--- config.mk ---
export PLATFORM = sky130hd
export DESIGN_NAME = text_frame_field_parser
export DESIGN_NICKNAME = d
export VERILOG_FILES = /design/src/rtl/tffp_pkg.sv /design/src/rtl/tffp_core.sv /design/src/rtl/text_frame_field_parser.sv
export SDC_FILE = /design/constraint.sdc
export NUM_CORES = 1
export LEC_CHECK = 0
export ABC_AREA = 1
export BUFFER_PORTS_ARGS = -buffer_cell sky130_fd_sc_hd__buf_2
export CORE_MARGIN = 3
export CORE_UTILIZATION = 40
export DETAILED_ROUTE_END_ITERATION = 8
export SLEW_MARGIN = 20
export SYNTH_ARGS = -nofsm -noshare
export SYNTH_HDL_FRONTEND = slang
export SYNTH_SLANG_ARGS = --single-unit
--- constraint.sdc ---
create_clock -name i_clk -period 8.6 [get_ports i_clk]
set_input_delay 1.29 -clock i_clk [delete_from_list [all_inputs] [get_ports i_clk]]
set_output_delay 1.29 -clock i_clk [all_outputs]
set_load 0.05 [all_outputs]
--- src/rtl/tffp_pkg.sv ---
// ============================================================================
// tffp_pkg
// Shared types, character codes, field codes and the key table of the
// tab-separated telemetry frame parser.
// ============================================================================
`default_nettype none

package tffp_pkg;

    localparam int TEXT_CHARS = 8;
    localparam int KEY_COUNT  = 18;

    localparam logic [7:0] CH_TAB   = 8'h09;
    localparam logic [7:0] CH_LF    = 8'h0A;
    localparam logic [7:0] CH_CR    = 8'h0D;
    localparam logic [7:0] CH_MINUS = 8'h2D;
    localparam logic [7:0] CH_PLUS  = 8'h2B;
    localparam logic [7:0] CH_ZERO  = 8'h30;
    localparam logic [7:0] CH_NINE  = 8'h39;
    localparam logic [7:0] CH_LA    = 8'h61;
    localparam logic [7:0] CH_LF_HI = 8'h66;
    localparam logic [7:0] CH_UA    = 8'h41;
    localparam logic [7:0] CH_UF    = 8'h46;
    localparam logic [7:0] CH_LX    = 8'h78;
    localparam logic [7:0] CH_UX    = 8'h58;
    localparam logic [7:0] CH_UO    = 8'h4F;
    localparam logic [7:0] CH_UN    = 8'h4E;

    localparam logic [4:0] FID_NONE = 5'd0;
    localparam logic [4:0] FID_PID  = 5'd1;
    localparam logic [4:0] FID_SER  = 5'd3;
    localparam logic [4:0] FID_LOAD = 5'd11;
    localparam logic [4:0] FID_CSUM = 5'd18;
    localparam logic [4:0] FID_MAX  = 5'd18;

    localparam logic [1:0] MODE_DEC  = 2'd0;
    localparam logic [1:0] MODE_ZERO = 2'd1;
    localparam logic [1:0] MODE_HEX  = 2'd2;
    localparam logic [1:0] MODE_STOP = 2'd3;

    localparam logic [32:0] ACC_CAP = 33'h1_0000_0000 >> 1;

    localparam logic [63:0] KEY_VAL [KEY_COUNT] = '{
        64'h0000_0000_0050_4944, 64'h0000_0000_0000_4657,
        64'h0000_0000_5345_5223, 64'h0000_0000_0000_0056,
        64'h0000_0000_0000_0049, 64'h0000_0000_0000_494C,
        64'h0000_0000_0056_5056, 64'h0000_0000_0050_5056,
        64'h0000_0000_0000_4353, 64'h0000_0000_0045_5252,
        64'h0000_0000_4C4F_4144, 64'h0000_0000_0048_3139,
        64'h0000_0000_0048_3230, 64'h0000_0000_0048_3232,
        64'h0000_0000_0048_3231, 64'h0000_0000_0048_3233,
        64'h0000_0000_4853_4453, 64'h4368_6563_6B73_756D
    };

    localparam logic [3:0] KEY_LEN [KEY_COUNT] = '{
        4'd3, 4'd2, 4'd4, 4'd1, 4'd1, 4'd2, 4'd3, 4'd3, 4'd2,
        4'd3, 4'd4, 4'd3, 4'd3, 4'd3, 4'd3, 4'd3, 4'd4, 4'd8
    };

    typedef struct packed {
        logic [4:0]         field_id;
        logic signed [31:0] numeric_value;
        logic [63:0]        text_value;
        logic               block_end;
        logic               checksum_ok;
    } t_record;

    function automatic logic [4:0] find_key(input logic [63:0] key, input logic [3:0] len);
        logic [4:0] id;
        id = FID_NONE;
        for (int k = 0; k < KEY_COUNT; k++) begin
            if (len == KEY_LEN[k] && key == KEY_VAL[k]) begin
                id = 5'(k + 1);
            end
        end
        return id;
    endfunction

endpackage

`default_nettype wire

--- src/rtl/tffp_core.sv ---
// ============================================================================
// tffp_core
// Line state of the parser: key capture, value parsing, text capture and the
// block byte sum. One character is consumed per step.
// ============================================================================
`default_nettype none

module tffp_core
    import tffp_pkg::*;
(
    input  wire logic       i_clk,
    input  wire logic       i_rst_n,
    input  wire logic       i_step,
    input  wire logic [7:0] i_byte,
    output logic            o_emit,
    output t_record         o_rec
);

    logic [63:0] r_key_shift, n_key_shift;
    logic [3:0]  r_key_len,   n_key_len;
    logic        r_in_value,  n_in_value;
    logic [4:0]  r_fid,       n_fid;
    logic [32:0] r_acc,       n_acc;
    logic        r_neg,       n_neg;
    logic [1:0]  r_mode,      n_mode;
    logic [63:0] r_text,      n_text;
    logic [3:0]  r_tcount,    n_tcount;
    logic [7:0]  r_block_sum, n_block_sum;
    logic        r_in_block,  n_in_block;
    logic [7:0]  r_line_sum,  n_line_sum;

    logic [7:0]  line_sum_new;
    logic [7:0]  block_sum_add;
    logic [63:0] text_put;
    logic [3:0]  tcount_inc;
    logic        is_dec;
    logic        is_hex;
    logic [3:0]  hex_val;
    logic [36:0] acc_x10;
    logic [36:0] acc_x16;
    logic [36:0] acc_dec;
    logic [36:0] acc_hex;
    logic [32:0] acc_dec_cap;
    logic [32:0] acc_hex_cap;
    logic        csum_raw;

    assign line_sum_new  = r_line_sum + i_byte;
    assign block_sum_add = r_block_sum + line_sum_new;
    assign tcount_inc    = (r_tcount == 4'hF) ? r_tcount : r_tcount + 4'd1;
    assign csum_raw      = (r_fid == FID_CSUM) && (r_tcount == 4'd0);

    always_comb begin
        text_put = r_text;
        for (int i = 0; i < 8; i++) begin
            if (i < TEXT_CHARS && r_tcount == 4'(i)) begin
                text_put[63 - 8 * i -: 8] = r_text[63 - 8 * i -: 8] | i_byte;
            end
        end
    end

    always_comb begin
        is_dec  = (i_byte >= CH_ZERO) && (i_byte <= CH_NINE);
        is_hex  = 1'b1;
        hex_val = 4'd0;
        if (is_dec) begin
            hex_val = 4'(i_byte - CH_ZERO);
        end else if (i_byte >= CH_LA && i_byte <= CH_LF_HI) begin
            hex_val = 4'(i_byte - CH_LA + 8'd10);
        end else if (i_byte >= CH_UA && i_byte <= CH_UF) begin
            hex_val = 4'(i_byte - CH_UA + 8'd10);
        end else begin
            is_hex = 1'b0;
        end
    end

    assign acc_x10     = {1'b0, r_acc, 3'b000} + {3'b000, r_acc, 1'b0};
    assign acc_x16     = {r_acc, 4'b0000};
    assign acc_dec     = acc_x10 + {33'd0, hex_val};
    assign acc_hex     = acc_x16 + {33'd0, hex_val};
    assign acc_dec_cap = (acc_dec > {4'd0, ACC_CAP}) ? ACC_CAP : acc_dec[32:0];
    assign acc_hex_cap = (acc_hex > {4'd0, ACC_CAP}) ? ACC_CAP : acc_hex[32:0];

    always_comb begin
        n_key_shift = r_key_shift;
        n_key_len   = r_key_len;
        n_in_value  = r_in_value;
        n_fid       = r_fid;
        n_acc       = r_acc;
        n_neg       = r_neg;
        n_mode      = r_mode;
        n_text      = r_text;
        n_tcount    = r_tcount;
        n_block_sum = r_block_sum;
        n_in_block  = r_in_block;
        n_line_sum  = line_sum_new;
        o_emit      = 1'b0;
        o_rec       = '0;

        priority if (csum_raw) begin
            n_acc    = {25'd0, i_byte};
            n_mode   = MODE_STOP;
            n_text   = text_put;
            n_tcount = tcount_inc;
        end else if (i_byte == CH_LF) begin
            o_emit         = 1'b1;
            o_rec.field_id = r_fid;
            if (r_fid == FID_LOAD) begin
                o_rec.numeric_value = (r_mode == MODE_HEX) ? 32'sd1 : 32'sd0;
            end else if (r_fid == FID_CSUM) begin
                o_rec.numeric_value = {24'd0, r_acc[7:0]};
            end else if (r_fid != FID_NONE && r_fid != FID_SER) begin
                if (r_neg) begin
                    o_rec.numeric_value = 32'd0 - r_acc[31:0];
                end else if (|r_acc[32:31]) begin
                    o_rec.numeric_value = 32'h7FFF_FFFF;
                end else begin
                    o_rec.numeric_value = r_acc[31:0];
                end
            end
            o_rec.text_value = r_in_value ? r_text : 64'd0;
            if (r_fid == FID_PID) begin
                n_block_sum = line_sum_new;
                n_in_block  = 1'b1;
            end else if (r_in_block) begin
                n_block_sum = block_sum_add;
                if (r_fid == FID_CSUM) begin
                    o_rec.block_end   = 1'b1;
                    o_rec.checksum_ok = (block_sum_add == 8'd0);
                    n_in_block        = 1'b0;
                    n_block_sum       = 8'd0;
                end
            end
            n_key_shift = '0;
            n_key_len   = '0;
            n_in_value  = 1'b0;
            n_fid       = FID_NONE;
            n_acc       = '0;
            n_neg       = 1'b0;
            n_mode      = MODE_DEC;
            n_text      = '0;
            n_tcount    = '0;
            n_line_sum  = '0;
        end else if (i_byte == CH_CR) begin
            n_line_sum = line_sum_new;
        end else if (!r_in_value) begin
            if (i_byte == CH_TAB) begin
                n_in_value = 1'b1;
                n_fid      = find_key(r_key_shift, r_key_len);
            end else begin
                if (r_key_len < 4'd8) begin
                    n_key_shift = {r_key_shift[55:0], i_byte};
                end
                if (r_key_len != 4'hF) begin
                    n_key_len = r_key_len + 4'd1;
                end
            end
        end else begin
            n_text   = text_put;
            n_tcount = tcount_inc;
            if (r_fid == FID_LOAD) begin
                if (r_mode == MODE_DEC) begin
                    n_mode = (i_byte == CH_UO) ? MODE_ZERO : MODE_STOP;
                end else if (r_mode == MODE_ZERO) begin
                    n_mode = (i_byte == CH_UN) ? MODE_HEX : MODE_STOP;
                end
            end else if (r_fid != FID_NONE && r_fid != FID_SER && r_fid != FID_CSUM) begin
                priority if (r_mode == MODE_STOP) begin
                    n_mode = MODE_STOP;
                end else if (r_tcount == 4'd0 && (i_byte == CH_MINUS || i_byte == CH_PLUS)) begin
                    n_neg = (i_byte == CH_MINUS);
                end else if (r_mode == MODE_HEX) begin
                    if (is_hex) begin
                        n_acc = acc_hex_cap;
                    end else begin
                        n_mode = MODE_STOP;
                    end
                end else if (r_mode == MODE_ZERO && r_tcount == 4'd1
                             && (i_byte == CH_LX || i_byte == CH_UX)) begin
                    n_mode = MODE_HEX;
                end else if (is_dec) begin
                    n_acc  = acc_dec_cap;
                    n_mode = (r_fid == FID_PID && r_tcount == 4'd0 && i_byte == CH_ZERO)
                             ? MODE_ZERO : MODE_DEC;
                end else begin
                    n_mode = MODE_STOP;
                end
            end
        end
    end

    always_ff @(posedge i_clk) begin
        if (!i_rst_n) begin
            r_key_shift <= '0;
            r_key_len   <= '0;
            r_in_value  <= 1'b0;
            r_fid       <= FID_NONE;
            r_acc       <= '0;
            r_neg       <= 1'b0;
            r_mode      <= MODE_DEC;
            r_text      <= '0;
            r_tcount    <= '0;
            r_block_sum <= '0;
            r_in_block  <= 1'b0;
            r_line_sum  <= '0;
        end else if (i_step) begin
            r_key_shift <= n_key_shift;
            r_key_len   <= n_key_len;
            r_in_value  <= n_in_value;
            r_fid       <= n_fid;
            r_acc       <= n_acc;
            r_neg       <= n_neg;
            r_mode      <= n_mode;
            r_text      <= n_text;
            r_tcount    <= n_tcount;
            r_block_sum <= n_block_sum;
            r_in_block  <= n_in_block;
            r_line_sum  <= n_line_sum;
        end
    end

endmodule

`default_nettype wire

--- src/rtl/text_frame_field_parser.sv ---
// ============================================================================
// text_frame_field_parser
// Each character is held in the input register; the record of a newline is then
// registered. One character per cycle; a newline stalls while a record waits.
// Reset clears the line state, the block sum and both handshake registers.
// ============================================================================
`default_nettype none

module text_frame_field_parser
    import tffp_pkg::*;
(
    input  wire logic        i_clk,
    input  wire logic        i_rst_n,
    input  wire logic        i_rx_valid,
    output logic             o_rx_ready,
    input  wire logic [7:0]  i_rx_byte,
    output logic             o_rec_valid,
    input  wire logic        i_rec_ready,
    output logic [4:0]       o_field_id,
    output logic signed [31:0] o_numeric_value,
    output logic [63:0]      o_text_value,
    output logic             o_block_end,
    output logic             o_checksum_ok
);

    logic       r_in_valid;
    logic [7:0] r_in_byte;
    logic       r_out_valid;
    t_record    r_out_rec;
    logic       w_emit;
    t_record    w_rec;
    logic       w_step;

    assign w_step     = r_in_valid && (!w_emit || !r_out_valid || i_rec_ready);
    assign o_rx_ready = !r_in_valid || w_step;

    tffp_core u_core (
        .i_clk   (i_clk),
        .i_rst_n (i_rst_n),
        .i_step  (w_step),
        .i_byte  (r_in_byte),
        .o_emit  (w_emit),
        .o_rec   (w_rec)
    );

    always_ff @(posedge i_clk) begin
        if (!i_rst_n) begin
            r_in_valid  <= 1'b0;
            r_out_valid <= 1'b0;
        end else begin
            if (o_rx_ready) begin
                r_in_valid <= i_rx_valid;
            end
            if (w_step && w_emit) begin
                r_out_valid <= 1'b1;
            end else if (i_rec_ready) begin
                r_out_valid <= 1'b0;
            end
        end
    end

    always_ff @(posedge i_clk) begin
        if (o_rx_ready && i_rx_valid) begin
            r_in_byte <= i_rx_byte;
        end
        if (w_step && w_emit) begin
            r_out_rec <= w_rec;
        end
    end

    assign o_rec_valid     = r_out_valid;
    assign o_field_id      = r_out_rec.field_id;
    assign o_numeric_value = r_out_rec.numeric_value;
    assign o_text_value    = r_out_rec.text_value;
    assign o_block_end     = r_out_rec.block_end;
    assign o_checksum_ok   = r_out_rec.checksum_ok;

endmodule

`default_nettype wire

==> Word level (Yosys, flattened, before mapping) <==
Index checks and enable logic that the tools add are counted.
{ "word_totals": {"regBits": 308, "input_bits": 12, "output_inout_bits": 105, "word_cells": 306} }
{ "op_classes": {"add_sub_neg": 13, "order_cmp": 9, "n_eq_ne": 64, "muxes": 116, "bitwise": 13, "n_reduce_logical": 71} }
{ "op_table": {"columns": ["cell", "n"], "rows": [
  ["== test 64 x 23 -> 1 bit, second input constant", 9],
  ["2-to-1 mux 64 bit", 9],
  ["2-to-1 mux 33 bit", 14],
  ["== test 64 x 15 -> 1 bit, second input constant", 3],
  ["== test 64 x 31 -> 1 bit, second input constant", 3],
  ["2-to-1 mux 32 bit", 5],
  ["== test 64 x 7 -> 1 bit, second input constant", 2],
  ["2-to-1 mux 8 bit", 13],
  ["2-to-1 mux 4 bit", 21],
  ["adder 37 x 4 -> 37 bit", 2],
  ["greater-than comparator 37 x 32 -> 1 bit, second input constant", 2],
  ["== test 64 x 63 -> 1 bit, second input constant", 1],
  ["OR 8 bit", 8],
  ["adder 36 x 34 -> 37 bit", 1],
  ["2-to-1 mux 2 bit", 18],
  ["2-to-1 mux 5 bit", 7],
  ["== test 8 x 7 -> 1 bit, second input constant", 4],
  ["logical AND 1 bit", 32],
  ["subtractor 1 x 32 -> 32 bit, first input constant", 1],
  ["2-to-1 mux 1 bit", 25],
  ["== test 8 x 4 -> 1 bit, second input constant", 3],
  ["== test 8 x 6 -> 1 bit, second input constant", 3],
  ["== test 4 x 3 -> 1 bit, second input constant", 5],
  ["adder 8 bit", 2],
  ["other kinds (48)", 93]
]} }

==> Depth between registers and ports, before layout <==
{ "logic_depth": {"word_depth": 24, "mapped_depth": 30, "depth_no_buf": 29} }

==> Cells and area by module <==
From an unflattened synthesis, not the netlist that was laid out.
{ "hier_totals": {"cells_unflattened": 2501, "area_unflattened_um2": 18291.3} }
{ "modules_own_cells": {"columns": ["module", "n_inst", "cells_per_inst", "area_each_um2", "seq_area_each_um2"], "rows": [
  ["tffp_core", 1, 2372, 14839.2, 3903.7],
  ["text_frame_field_parser", 1, 129, 3452.1, 3373.2]
]} }

==> Worst setup path after synthesis <==
No wires, ideal clock.
{ "synth_path": {"path_kind": "input -> register", "startpoint": "input i_rec_ready", "endpoint": "register r_out_rec, in the netlist o_block_end (enable)", "setup_ns": 0.456, "arrival_ns": 3.685, "required_ns": 8.144, "path_slack_ns": 4.459, "path_stages": 6, "n_path_buf": 0, "path_cell_list": "inv_1 > nand3_2 > nand2_4 > inv_2 > nand2_1 > inv_1"} }
{ "synth_via": {"elab_chain_len": 3} }
{ "synth_lines": {"columns": ["element", "line", "text"], "rows": [
  ["start, declared", "text_frame_field_parser.sv:18", "input wire logic i_rec_ready,"],
  ["logical OR 1 bit", "text_frame_field_parser.sv:34", "assign w_step = r_in_valid && (!w_emit || !r_out_valid || i_rec_ready);"],
  ["logical AND 1 bit", "text_frame_field_parser.sv:34", null],
  ["logical AND 1 bit", "text_frame_field_parser.sv:66", "if (w_step && w_emit) begin"],
  ["end signal, assigned", "text_frame_field_parser.sv:67", "r_out_rec <= w_rec;"],
  ["end, declared", "text_frame_field_parser.sv:29", "t_record r_out_rec;"]
]} }
Every way passes these cells.
A chain may end at the register's enable or synchronous reset.

==> Worst setup path after layout <==
{ "layout_path": {"startpoint": "register r_in_byte[0]", "endpoint": "register u_core.r_acc[4]"} }
{ "layout_via": {"elab_chain_len": 19, "word_cells_on_any_way": 64, "cone_classes": "7 x add/sub; 8 x order compare; 12 x eq/ne; 22 x mux; 15 x reduce/logical"} }
{ "layout_lines": {"columns": ["element", "line", "text"], "rows": [
  ["start, declared", "text_frame_field_parser.sv:27", "logic [7:0] r_in_byte;"],
  ["start signal, assigned", "text_frame_field_parser.sv:64", "r_in_byte <= i_rx_byte;"],
  ["subtractor 4 x 1 -> 4 bit (tied with other cells)", "tffp_core.sv:68, tffp_core.sv:70", null],
  ["adder 4 bit / logical AND 1 bit (equally long branches)", "tffp_core.sv:68, tffp_core.sv:70, tffp_core.sv:69", null],
  ["2-to-1 mux 4 bit", "tffp_core.sv:69", "end else if (i_byte >= CH_UA && i_byte <= CH_UF) begin"],
  ["2-to-1 mux 4 bit", "tffp_core.sv:67", "end else if (i_byte >= CH_LA && i_byte <= CH_LF_HI) begin"],
  ["2-to-1 mux 4 bit", "tffp_core.sv:65", "if (is_dec) begin"],
  ["adder 37 x 4 -> 37 bit", "tffp_core.sv:78", "assign acc_dec = acc_x10 + {33'd0, hex_val};"],
  ["greater-than comparator 37 x 32 -> 1 bit", "tffp_core.sv:80", "assign acc_dec_cap = (acc_dec > {4'd0, ACC_CAP}) ? ACC_CAP : acc_dec[32:0];"],
  ["2-to-1 mux 33 bit", "tffp_core.sv:80", null],
  ["[3 not listed]", null, null],
  ["2-to-1 mux 33 bit", "tffp_core.sv:169", "end else if (r_tcount == 4'd0 && (i_byte == CH_MINUS || i_byte == CH_PLUS)) begin"],
  ["2-to-1 mux 33 bit", "tffp_core.sv:167", "priority if (r_mode == MODE_STOP) begin"],
  ["2-to-1 mux 33 bit", "tffp_core.sv:166", "end else if (r_fid != FID_NONE && r_fid != FID_SER && r_fid != FID_CSUM) begin"],
  ["2-to-1 mux 33 bit", "tffp_core.sv:160", "if (r_fid == FID_LOAD) begin"],
  ["2-to-1 mux 33 bit", "tffp_core.sv:145", "end else if (!r_in_value) begin"],
  ["2-to-1 mux 33 bit", "tffp_core.sv:143", "end else if (i_byte == CH_CR) begin"],
  ["2-to-1 mux 33 bit", "tffp_core.sv:104", "end else if (i_byte == CH_LF) begin"],
  ["2-to-1 mux 33 bit", "tffp_core.sv:99", "priority if (csum_raw) begin"],
  ["end signal, assigned", "tffp_core.sv:210", "r_acc <= n_acc;"],
  ["end, declared", "tffp_core.sv:23", "logic [32:0] r_acc, n_acc;"]
]} }
Parallel ways exist; a longest one is shown, timed or not. The select of a mux whose other input is x is not followed.

==> flow_summary_export.csv <==
group,metric,value,unit
timing,rsz0062_at_grt,"false",
synthesis,synth.distinct_cells,54,
min_path,hold_start,"u_core.r_text[59]$_SDFFE_PN0P_",
timing,holdWs,0.4581,ns
final_layout,post-route-util,46.17,%
synthesis,syn_nets,2577,
worst_setup_path,worst_setup_path_end_kind,"flip-flop",
timing,fin_tns_setup,0,ns
timing,period_minus_slack,4.943,ns
synthesis,yosys.area.top_type,"dfxtp_1",
worst_setup_path,crit_path_frequent_cell,"nand2_1",
routing,num_vias,16390,
synthesis,ys_warn_count,0,
global_route,antenna_found_initial,3,
synthesis,yosysSeqAreaShare,40.63,%
final_layout,fin_nets,2662,
cts,cts_max_level,2,
timing,maxSlewHeadroom,24.32,%
worst_setup_path,setup.worst_path.start_class,"flip-flop",
global_route,track_usage,21.53,%
worst_setup_path,slowest_delay,0.50,ns
synthesis,synthCells,2469,
routing,drcViolationCount,0,
timing,tightest_slew,1.131,ns
floorplanning,pin_count,117,
worst_setup_path,critPathArrivalTime,5.38,ns
min_path,hold_path_class,"flip-flop to flip-flop",
global_route,grt_pass1_wl,83.01,mm
cts,insertion_delay,0.51,ns
synthesis,synth-edff-count,111,
cts,clkSlewWorstSetupHoldPaths,0.06,ns
timing,setup_viol,0,
synthesis,synthFlopType,"dfxtp_1",
timing,timing.final.crit_share,57.48,%
pwr,leakage,8.703,nW
pwr,p_total,3.287,mW
synthesis,synth-seq-cells,308,
floorplanning,initial_utilization,41.04,%
final_layout,drive_above_1_share,9.888,%
job,maxCapViolCount,0,
cts,clock_path_buffers,3,
floorplanning,die_w,217.6,um
timing,fmax,202.3,MHz
cts,cts_resized,0,
run_status,outcome,"finished clean",
cts,hold_buffers,0,
timing,hold_viol_final,0,
synthesis,syn_area,17910,sq um
placement,placedCellCount,3103,
routing,final_antenna_net_count,0,
placement,io_buffers,116,
synthesis,async_flop_share,0,%
timing,worst_slack,3.657,ns
global_route,grt_pass1_vias,15300,
worst_setup_path,crit_required,9.04,ns
worst_setup_path,cp_slowest_cell,"edfxtp_1",
routing,firstDrtPassIters,6,
worst_setup_path,startpoint,"r_in_byte[0]$_DFFE_PP_",
synthesis,yosys-top-cells-area,"dfxtp_1 (22%), edfxtp_1 (19%), nand2_1 (12%)",
pwr,pwr_density_cell,163.1,nW/um^2
routing,drt_iter0_drc,1448,
cts,cts-root-buf,"clkbuf_16",
placement,gp_congestion,0.9217,
timing,final_max_slew_viol_count,0,
worst_setup_path,r2r_start,"r_in_byte[0]$_DFFE_PP_",
floorplanning,die_area,47350,sq um
cts,cts_tree,"yes",
floorplanning,placementRows,76,
synthesis,syn_avg_cell_area,7.254,sq um
pwr,ir_drop,0.1048,mV
cts,postCtsSetupRepairBufs,0,
worst_setup_path,crit_type,"flip-flop to flip-flop",
cts,cts.sinks,308,
global_route,grt_max_degree,84,
final_layout,fin_cells,3166,
synthesis,netlist.area_leader.share,22.02,%
routing,drt-total-wl,52.24,mm
floorplanning,die-height,217.6,um
final_layout,design_area,20150,sq um
placement,dpl_cell_area,18940,sq um
placement,dp.final_hpwl,39.20,mm
final_layout,area_growth,12.52,%
worst_setup_path,cp_max_fo,31,
routing,via_per_inst,5.176,
global_route,gr-total-overflow,0,
floorplanning,core,43650,sq um
placement,pre_cts_ws,3.733,ns
timing,finClkSkew,0.01189,ns
routing,wl_per_cell,16.50,um
cts,cts_buffers,34,
==> routing by layer <==
| layer | track usage [%] | part of all wire (%) | up-vias |
|---|---|---|---|
| met5 | 0 | 0.025 | - |
| met4 | 5.001 | 1.9 | 2 |
| met3 | 2.926 | 5.3 | 64 |
| met2 | 34.59 | 45 | 453 |
| met1 | 30.87 | 48 | 7600 |
| li1 | - | - | 8268 |
==> worst max-delay path: cells and delay by family (launching register included) <==
family,cells,cell delay [ns]
AOI/OAI and AO/OA,3,0.45
adders and majority gates,4,1.25
buffers and inverters,3,0.39
DFF,1,0.50
and+or+nand+nor,19,2.27
==> Yosys cell counts (21+ instances only) <==
| master | count |
|---|---|
| o21ai_0 | 72 |
| inv_1 | 343 |
| nand3_1 | 137 |
| ha_1 | 92 |
| a211oi_1 | 21 |
| nand4_1 | 45 |
| edfxtp_1 | 111 |
| dfxtp_1 | 197 |
| a21oi_1 | 248 |
| clkbuf_1 | 49 |
| nand2_1 | 576 |
| nor2_1 | 311 |
| nor3_1 | 59 |
==> layout by cell type, fill, tap and decap left out, types with 8 or more instances in the layout <==
| master | Yosys | final |
|---|---|---|
| nand3_1 | 137 | 137 |
| inv_1 | 343 | 341 |
| nor3_1 | 59 | 59 |
| a21oi_1 | 248 | 248 |
| ha_1 | 92 | 92 |
| dfxtp_1 | 197 | 197 |
| edfxtp_1 | 111 | 111 |
| xnor2_1 | 11 | 11 |
| a31oi_1 | 14 | 14 |
| buf_2 | 15 | 116 |
| or2_2 | 9 | 9 |
| inv_2 | 9 | 9 |
| nor2_1 | 311 | 309 |
| xor2_1 | 16 | 16 |
| a211oi_2 | 15 | 15 |
| nor3_2 | 12 | 12 |
| nor4_1 | 16 | 16 |
| o211ai_1 | 8 | 8 |
| clkbuf_16 | 0 | 36 |
| o21ai_0 | 72 | 72 |
| a211oi_1 | 21 | 21 |
| nand2_1 | 576 | 574 |
| nand4_1 | 45 | 45 |
| nand2_2 | 6 | 8 |
| buf_4 | 4 | 8 |
==> sequential cells by signal, indices dropped and copies added (netlist names), 5 cells and up <==
name / count
o_text_value: 64
u_core.r_fid: 5
r_in_byte: 8
o_numeric_value: 32
u_core.r_text: 64
u_core.r_block_sum: 8
u_core.r_key_shift: 64
o_field_id: 5
u_core.r_line_sum: 8
u_core.r_acc: 33
==> report_power, final <==
| group | leakage (nW) | switching (mW) | total (mW) | internal (mW) |
|---|---|---|---|---|
| Combinational | 5.34 | 0.132 | 0.191 | 0.0586 |
| Clock | 0.586 | 0.594 | 1.55 | 0.959 |
| Sequential | 2.78 | 0.0226 | 1.54 | 1.52 |
==> cell type report <==
cell class              count  area [sq um]
diodes                      2         5.005
clock buffers              44         980.9
clock inverters            17         222.7
fillers                  4400         23490
inverters                 357          1345
multi-input cells        1729          8950
flip-flops and latches    308          7277
well taps                 585         732.0
repair buffers            124         640.6
==> worst paths after layout <==
path	cells past startpoint	end	slack, ns
max	29	u_core.r_acc[4]$_SDFFE_PN0P_	3.66
min	2	u_core.r_text[59]$_SDFFE_PN0P_	0.46
max reg2reg	29	u_core.r_acc[4]$_SDFFE_PN0P_	3.66
min reg2reg	2	u_core.r_text[59]$_SDFFE_PN0P_	0.46
==> kinds of logic after synthesis <==
kind of cell | after synthesis | synth area share [%]
DFF | 308 | 40.63
buffers and inverters | 432 | 9.459
AOI/OAI and AO/OA | 405 | 12.87
and+or+nand+nor | 1201 | 28.85
xor gates and xnor gates | 27 | 1.320
adders and majority gates | 96 | 6.874
Power figures use the tool's default switching activity.
